$ cat src/lfsd_ram.sv
module lfsd_ram #(
  parameter int unsigned Width = 16,
  parameter int unsigned Depth = 64
) (
  input  logic                     clk_i,
  input  logic                     we_i,
  input  logic [$clog2(Depth)-1:0] waddr_i,
  input  logic [Width-1:0]         wdata_i,
  input  logic [$clog2(Depth)-1:0] raddr_i,
  output logic [Width-1:0]         rdata_o
);

  logic [Width-1:0] mem_q [Depth];

  always_ff @(posedge clk_i) begin
    if (we_i) begin
      mem_q[waddr_i] <= wdata_i;
    end
    rdata_o <= mem_q[raddr_i];
  end

endmodule

$ cat config.mk
export PLATFORM = sky130hd
export DESIGN_NAME = lfsd_ram
export DESIGN_NICKNAME = d
export VERILOG_FILES = /design/src/lfsd_ram.sv
export SDC_FILE = /design/constraint.sdc
export NUM_CORES = 1
export LEC_CHECK = 0
export CORE_ASPECT_RATIO = 0.75
export CORE_MARGIN = 4
export CORE_UTILIZATION = 28
export DETAILED_ROUTE_END_ITERATION = 16
export DONT_BUFFER_PORTS = 1
export PLACE_DENSITY = 0.37
export SETUP_SLACK_MARGIN = 0.4
export SYNTH_ARGS = -nofsm -noshare
export SYNTH_HDL_FRONTEND = slang
export SYNTH_SLANG_ARGS = --single-unit
export TNS_END_PERCENT = 1
$ cat constraint.sdc
create_clock -name clk_i -period 3.15 [get_ports clk_i]
set_clock_uncertainty 0.15 [all_clocks]
set_input_delay 0.1575 -clock clk_i [delete_from_list [all_inputs] [get_ports clk_i]]
set_output_delay 0.1575 -clock clk_i [all_outputs]
set_load 0.05 [all_outputs]
# Yosys cells after proc, flatten, opt, wreduce, memory -nomap -nowiden

Memories as Yosys holds them, arrays and structs flattened. A register that Yosys moved wholly into a read port is not among the register bits.
Cells that the tools add are included.

Multiplexer cells: 2

Operators with widths:

| kind             | number |
|---|---|
| 2-to-1 mux 1 bit | 2 |

Memories kept: 1
Bits in writable memories: 1024
Output and inout port bits: 16
Register bits: 0
Input bits: 30

Memory list:

| name  | depth | width | read ports | clocked after Yosys merged registers in | wr ports | line | RTL |
|---|---|---|---|---|---|---|---|
| mem_q | 64    | 16    | 1          | 1                                       | 1        | 13   | `logic [Width-1:0] mem_q [Depth];` |

# Logic depth before layout (Yosys ltp)

Gate-level depths: netlist of run 1.

Word-level depth: 2
Gate-level depth with buffers: 10
Mapped depth without buffers: 5

# Worst setup path before layout of run 1

OpenSTA, ideal clock, no wires.

Path type: input to register
Start: input waddr_i[3]
End: memory mem_q[48][0], enable pin
Data required time: 2.591 ns
Data arrival time: 1.783 ns
Setup time: 0.409 ns
Setup slack: 0.808 ns
Stages: 4
Path through: clkbuf_1 -> nor2b_1 -> nand4b_1 -> nor3_1

RTL lines:

| what        | line | RTL |
|---|---|---|
| from (decl) | 7    | `input logic [$clog2(Depth)-1:0] waddr_i,` |
| to (decl)   | 13   |  |

No word-level cell before the write port.

==> results of run 1 <==
==> cells in the final DEF (no fill, tap or decap), types with 19 or more instances in the layout <==
cell / instances
mux2i_1: 85
a22oi_1: 39
nor2b_1: 30
nor2_1: 57
mux2_2: 27
edfxtp_1: 1024
nand2_1: 59
nand3_1: 24
clkinv_1: 19
clkbuf_16: 110
buf_4: 82
clkbuf_1: 41
mux4_2: 220
dlygate4sd3_1: 37
==> metal layers <==
layer  vias to the layer above  global-route usage, %  wire length (um)
met2                       479                   24.0             52900
met1                     10500                   23.4             55900
li1                       8006                      -                 -
met3                       129                   3.18              6790
met5                         -                      0                13
met4                         2                   3.57              2320
==> power groups by stage <==
stage | clock network, mW | logic [mW] | registers [mW]
final | 12.2 | 1.32 | 15.5
after detailed placement | 0 | 0.893 | 15.8
after global placement | 0 | 0.896 | 15.8
after global routing | 13.2 | 1.40 | 15.5
after floorplan | 0 | 0.793 | 15.7
after CTS | 12.6 | 1.35 | 15.5
==> kinds of logic (layout without fill, tap and decap cells) <==
family                 Yosys count  count (layout)  share of synthesized area, %
and+or+nand+nor                220             220                          2.65
other                            0              13                             0
AOI/OAI and AO/OA              129             129                          2.41
muxes                          336             336                          15.5
buffers and inverters          104             341                          1.83
DFF                           1040            1040                          77.6
==> cell usage after synthesis (4+ instances only) <==
master | instances | area [um2]
a211o_1 | 8 | 70.1
clkbuf_1 | 24 | 90.1
mux2i_1 | 85 | 851
a211oi_1 | 8 | 60.1
buf_12 | 5 | 100
nand3_1 | 24 | 120
nor2b_1 | 30 | 188
buf_6 | 17 | 191
dfxtp_1 | 16 | 320
a311oi_1 | 8 | 70.1
mux2_2 | 27 | 304
a22o_1 | 6 | 52.6
buf_4 | 13 | 97.6
buf_2 | 36 | 180
mux4_2 | 220 | 4950
and4_1 | 5 | 43.8
a21oi_1 | 17 | 85.1
edfxtp_1 | 1024 | 30700
a221o_1 | 6 | 60.1
a31oi_1 | 8 | 50.1
a41oi_1 | 5 | 43.8
a221oi_1 | 16 | 140
nor2_1 | 72 | 270
a22oi_1 | 39 | 293
mux4_1 | 4 | 105
nand2_1 | 59 | 221
nand4_1 | 12 | 75.1
o21ai_0 | 5 | 25.0
==> worst max-delay path, cell delays in order <==
cell and delay, ns:
dlygate4sd3_1 1.06, nand2_1 0.24, buf_4 0.27, a41oi_1 0.28
o21ai_0 0.55, and4_1 0.43
==> final timing paths <==
kind                            cells after the start  slack [ns]          start           to
worst max-delay path                                6        0.59     raddr_i[5]   rdata_o[5]
worst min-delay path                                3        0.04     raddr_i[4]   rdata_o[3]
worst min register to register                      4        0.76  mem_q[38][12]  rdata_o[12]
worst max register to register                      5        0.66   mem_q[11][3]   rdata_o[3]
==> cell type report <==
cell class / instances / area, um2 / area share (%)
antenna: 13 / 32.5 / 0.0698
clock buffer: 156 / 2980 / 6.38
clock inverter: 45 / 344 / 0.738
multi-input combinational: 685 / 8290 / 17.8
sequential: 1040 / 31100 / 66.7
tap: 1875 / 2350 / 5.03
timing repair buffer: 140 / 1540 / 3.31
==> sequential cells by signal, summed over array words and instances, names as in the netlist <==
name     count
mem_q     1024
rdata_o     16
==> repair_timing <==
| action | 4_1_cts | 5_1_grt |
|---|---|---|
| endpoints found under the setup margin | 0 | 1 |
| hold buffers | 55 | 2 |
| endpoints found under the hold margin | 1691 | 1 |
| gates resized for setup | 0 | 1 |
==> metrics by stage <==
step / power [mW] / cell area (um2)
after floorplan: 16.5 / 40000
after global placement: 16.7 / 42300
after detailed placement: 16.7 / 42300
after CTS: 29.4 / 46500
after global routing: 30.1 / 46600
final: 29.0 / 46600
==> results.md, run 1 <==
- Clock power frac: 42.0%
- Total number of vias: about 19000
- Fillcell total: approximately 13000
- Clock Sinks: approximately 1000
- Non-filler instance count after layout: 3954
- Core ar.: 141000 um2
- Sw Share: 21.7%
- Initial core utilization: 28.4%
- Die Y: around 340 um
- Max Fclk: between 0.3 and 0.4 GHz
- Unrepaired setup endpoints after global routing: false
- H-Tree Depth: 3
- Net count, final: between 2000 and 2500
- Vias in the first global route: 19700
- CP required: 3.59 ns
- Clock tree root driver cell: clkbuf_16
- Setup repair bufs after CTS: 0
- Post-synthesis net count: 1859
- Switching power: around 6.3 mW
- Worst hold path class: in -> reg
- CTS Buf Count: 107
- Worst-path clk slew: 0.06 ns
- First drt pass iteration count: 5
- Outcome: finished, final reports clean
- Ys flop type: edfxtp_1
- Leakage power: about 14 nW
- Logic gate share of total power: 4.6%
- Worst skew pair latency: 0.73 ns
- DPL Wire Length: roughly 66000 um
- Final setup viols: 0
- Tightest Pin Transition: 1.33 ns
- Max-Cap Viols: 0
- Fraction of registers with async set/reset: 0%
- Final core area utilization: between 30 and 40%
- Gr ovfl total: 0
- # rows: 119
- Hold Vio Cnt, Final: 0
- Residual DRC count: 0
- WL/cell: between 20 and 30 um
- First-pass GRT wire length: 164000 um
- Seq cells post-synth: roughly 1000
- Max IR drop VDD: 333 uV
- Largest net degree at the start of global routing: 261
- CP Max Fanout: 13
- DR vias/cell: ~4.8
- Internal power: ~23 mW
- EDFF count, synth: 1024
- Dpl cells: 3683
- Gpl congestion: 0.745
- GRT Resource Usage Total: between 10% and 20%
- Die width: approximately 440 um
- I/O pin total: 46
- Kind of critical path: in -> reg
- Pre-CTS WS: approximately 0.43 ns
- Avg Cell Area, Syn: around 22 um2
- Crit end category: flip-flop
- Max-slew violations: 0
- Setup TNS: 0 ns
- Seq pwr share: 53.4%
- Mapped Cells: 1829
- Detailed Route WL: around 120000 um
- Sequential fraction of the synthesis area: ~78%
- Antenna violations before repair: 14
- Antenna-violating nets left: 0
- Setup ws final: 0.589 ns
- Unique masters post-synth: 43
- Pwr Density: ~620 nW/um2
- Clock Tree Buf Depth: 3
- CTS tree: done
- Syn. warnings: 0
- Area grow syn2layout: 16.4%
- Worst Hold Slack: about 0.040 ns
- Die area: 149000 um2
- Share of layout cells above drive strength 1: 25.0%
- Worst slew margin: 10.5%
- Buffers on Ports: 0
- Period minus WS final: between 2 and 3 ns
- CP arrival: 3.00 ns
- Worst setup SP type: input pin
- DRT iter0 DRCs: ~1800
- Final period util: between 80% and 90%
- Synthesized cell area: around 40000 um2
No activity file was read; power rests on OpenSTA's default activity.
==> inputs of run 2 (changes only) <==
PLACE_DENSITY = 0.39   (was 0.37)
clock period = 2.2 ns   (was 3.15 ns; I/O delays follow)
==> results.md, run 2 (synthesis results as in run 1) <==
- H-Tree Depth: 3
- I/O pin total: between 40 and 50
- Outcome: finished with violations
- Share of layout cells above drive strength 1: about a third
- Leakage power: 15.0 nW
- Max Fclk: about 0.45 GHz
- Regs by FF count: mem_q x1024, rdata_o x16
- DR vias/cell: ~4.8
- Final setup viols: 2
- Die area: ~150000 um2
- Setup TNS: -0.0389 ns
- First-pass GRT wire length: between 150000 and 200000 um
- Failing checks: hold timing, setup timing
- Crit end category: flip-flop
- Worst skew pair latency: around 0.71 ns
- CP required: roughly 2.6 ns
- Switching power: ~9.1 mW
- Commonest non-fill, non-tap cell in the layout: edfxtp_1
- Max-slew violations: 0
- Worst slew margin: between 20% and 30%
- Detailed Route WL: 119000 um
- Clock Sinks: 1040
- Period minus WS final: approximately 2.2 ns
- Logic gate share of total power: under 10%
- CTS Buf Count: approximately 110
- Net count, final: a little over 2000
- Sw Share: a little over a fifth
- Gpl congestion: 0.729
- Die width: about 440 um
- Clock power frac: between 40% and 50%
- Worst-path clk slew: approximately 0.060 ns
- Largest net degree at the start of global routing: approximately 260
- Worst setup SP type: flip-flop
- CP Max Fanout: 1
- Setup ws final: -0.0290 ns
- Kind of critical path: reg -> reg
- Seq pwr share: a little over half
- CP cell instances: mux4_2 -> mux2_4 -> nand2_2 -> nand4_1 -> buf_4 -> and4_1
- Worst hold path class: in -> reg
- Area grow syn2layout: 20.0%
- First drt pass iteration count: 5
- Buffers on Ports: 0
- Tightest Pin Transition: 1.10 ns
- Setup repair bufs after CTS: 0
- Total number of vias: 19400
- Gr ovfl total: 0
- Max FFs per register: 1024
- Final period util: 101%
- Internal power: roughly 33 mW
- Pwr Density: 877 nW/um2
- CP max-delay cell: mux4_2
- Critical path's largest stage delay: 0.54 ns
- Die Y: between 300 and 400 um
- Residual DRC count: 0
- # rows: 119
- Max IR drop VDD: about 560 uV
- Fillcell total: approximately 13000
- Core ar.: around 140000 um2
- DRT iter0 DRCs: about 1900
- WL/cell: 29.5 um
- Register Area: 31100 um2
- Hold Vio Cnt, Final: 9
- GRT Resource Usage Total: ~15%
- Initial core utilization: ~28%
- Area of the multi-input gates: 8700 um2
- CTS tree: done
- Most frequent cells in the layout: 1024 x edfxtp_1, 220 x mux4_2, 124 x buf_4
- Vias in the first global route: between 15000 and 20000
- CP arrival: about 2.7 ns
- Antenna-violating nets left: 0
- Largest reg by FF count: mem_q
- Clock Tree Buf Depth: 3
- DPL Wire Length: about 66000 um
- Unrepaired setup endpoints after global routing: true
- Max-Cap Viols: 0
- Clock tree root driver cell: clkbuf_16
- Antenna violations before repair: 13
- Worst Hold Slack: -0.329 ns
-- run 2: cell type report --
class	count	share of cell area, %
diodes	8	0.0417
clock buffers	140	6.13
clock inverters	56	0.984
multi-input cells	685	18.1
flip-flops and latches	1040	64.7
well taps	1875	4.88
repair buffers	212	5.20
-- run 2: power by group through the flow --
stage          combinational, mW  clock [mW]  sequential, mW
2_1_floorplan               1.15           0            22.5
3_3_place_gp                1.43           0            22.6
3_5_place_dp                1.42           0            22.6
4_1_cts                     2.07        18.3            22.2
5_1_grt                     2.23        19.2            22.2
6_report                    2.13        17.8            22.2
-- run 2: final timing paths --
path | start | depth (start not counted) | slack, ns | to
hold / removal | raddr_i[5] | 3 | -0.33 | rdata_o[11]
setup reg to reg | mem_q[12][5] | 6 | -0.03 | rdata_o[5]
hold reg to reg | mem_q[24][5] | 4 | 0.74 | rdata_o[5]
setup / recovery | mem_q[12][5] | 6 | -0.03 | rdata_o[5]
-- run 2: critical path, delay by kind of cell (launching register included) --
kind | cells | cell delay [ns]
flip-flops | 1 | 0.37
buffers and inverters | 1 | 0.28
AND/OR/NAND/NOR | 3 | 0.46
multiplexers | 2 | 0.84
-- run 2: routing by layer --
layer,track usage (%),part of all wire [%],vias to the layer above
met1,22.2,47,10600
met4,3.69,2.1,2
li1,-,-,8153
met2,23.5,45,481
met5,0,0.010,-
met3,3.78,5.9,142
-- run 2: what timing repair did --
item / 4_1_cts / 5_1_grt
hold endpoints to repair: 1809 / 16
setup endpoints to repair: 23 / 116
gates resized for setup: 58 / 12
pin swaps: 26 / 14
hold buffers: 43 / 9
-- run 2: per-stage QoR --
stage / worst slack (ns) / util (%) / total power, mW / std cells / cell area [um2]
after floorplan: 0.192 / - / 23.7 / 1829 / 40200
final: -0.0290 / 34.0 / 42.1 / 4016 / 48100
after global routing: -0.0549 / 34.0 / 43.6 / 4011 / 48000
after CTS: -0.0518 / 33.9 / 42.6 / 3999 / 47900
after detailed placement: -0.373 / 30.8 / 24.0 / 3760 / 43400
after global placement: -0.372 / 30.8 / 24.0 / 3760 / 43400
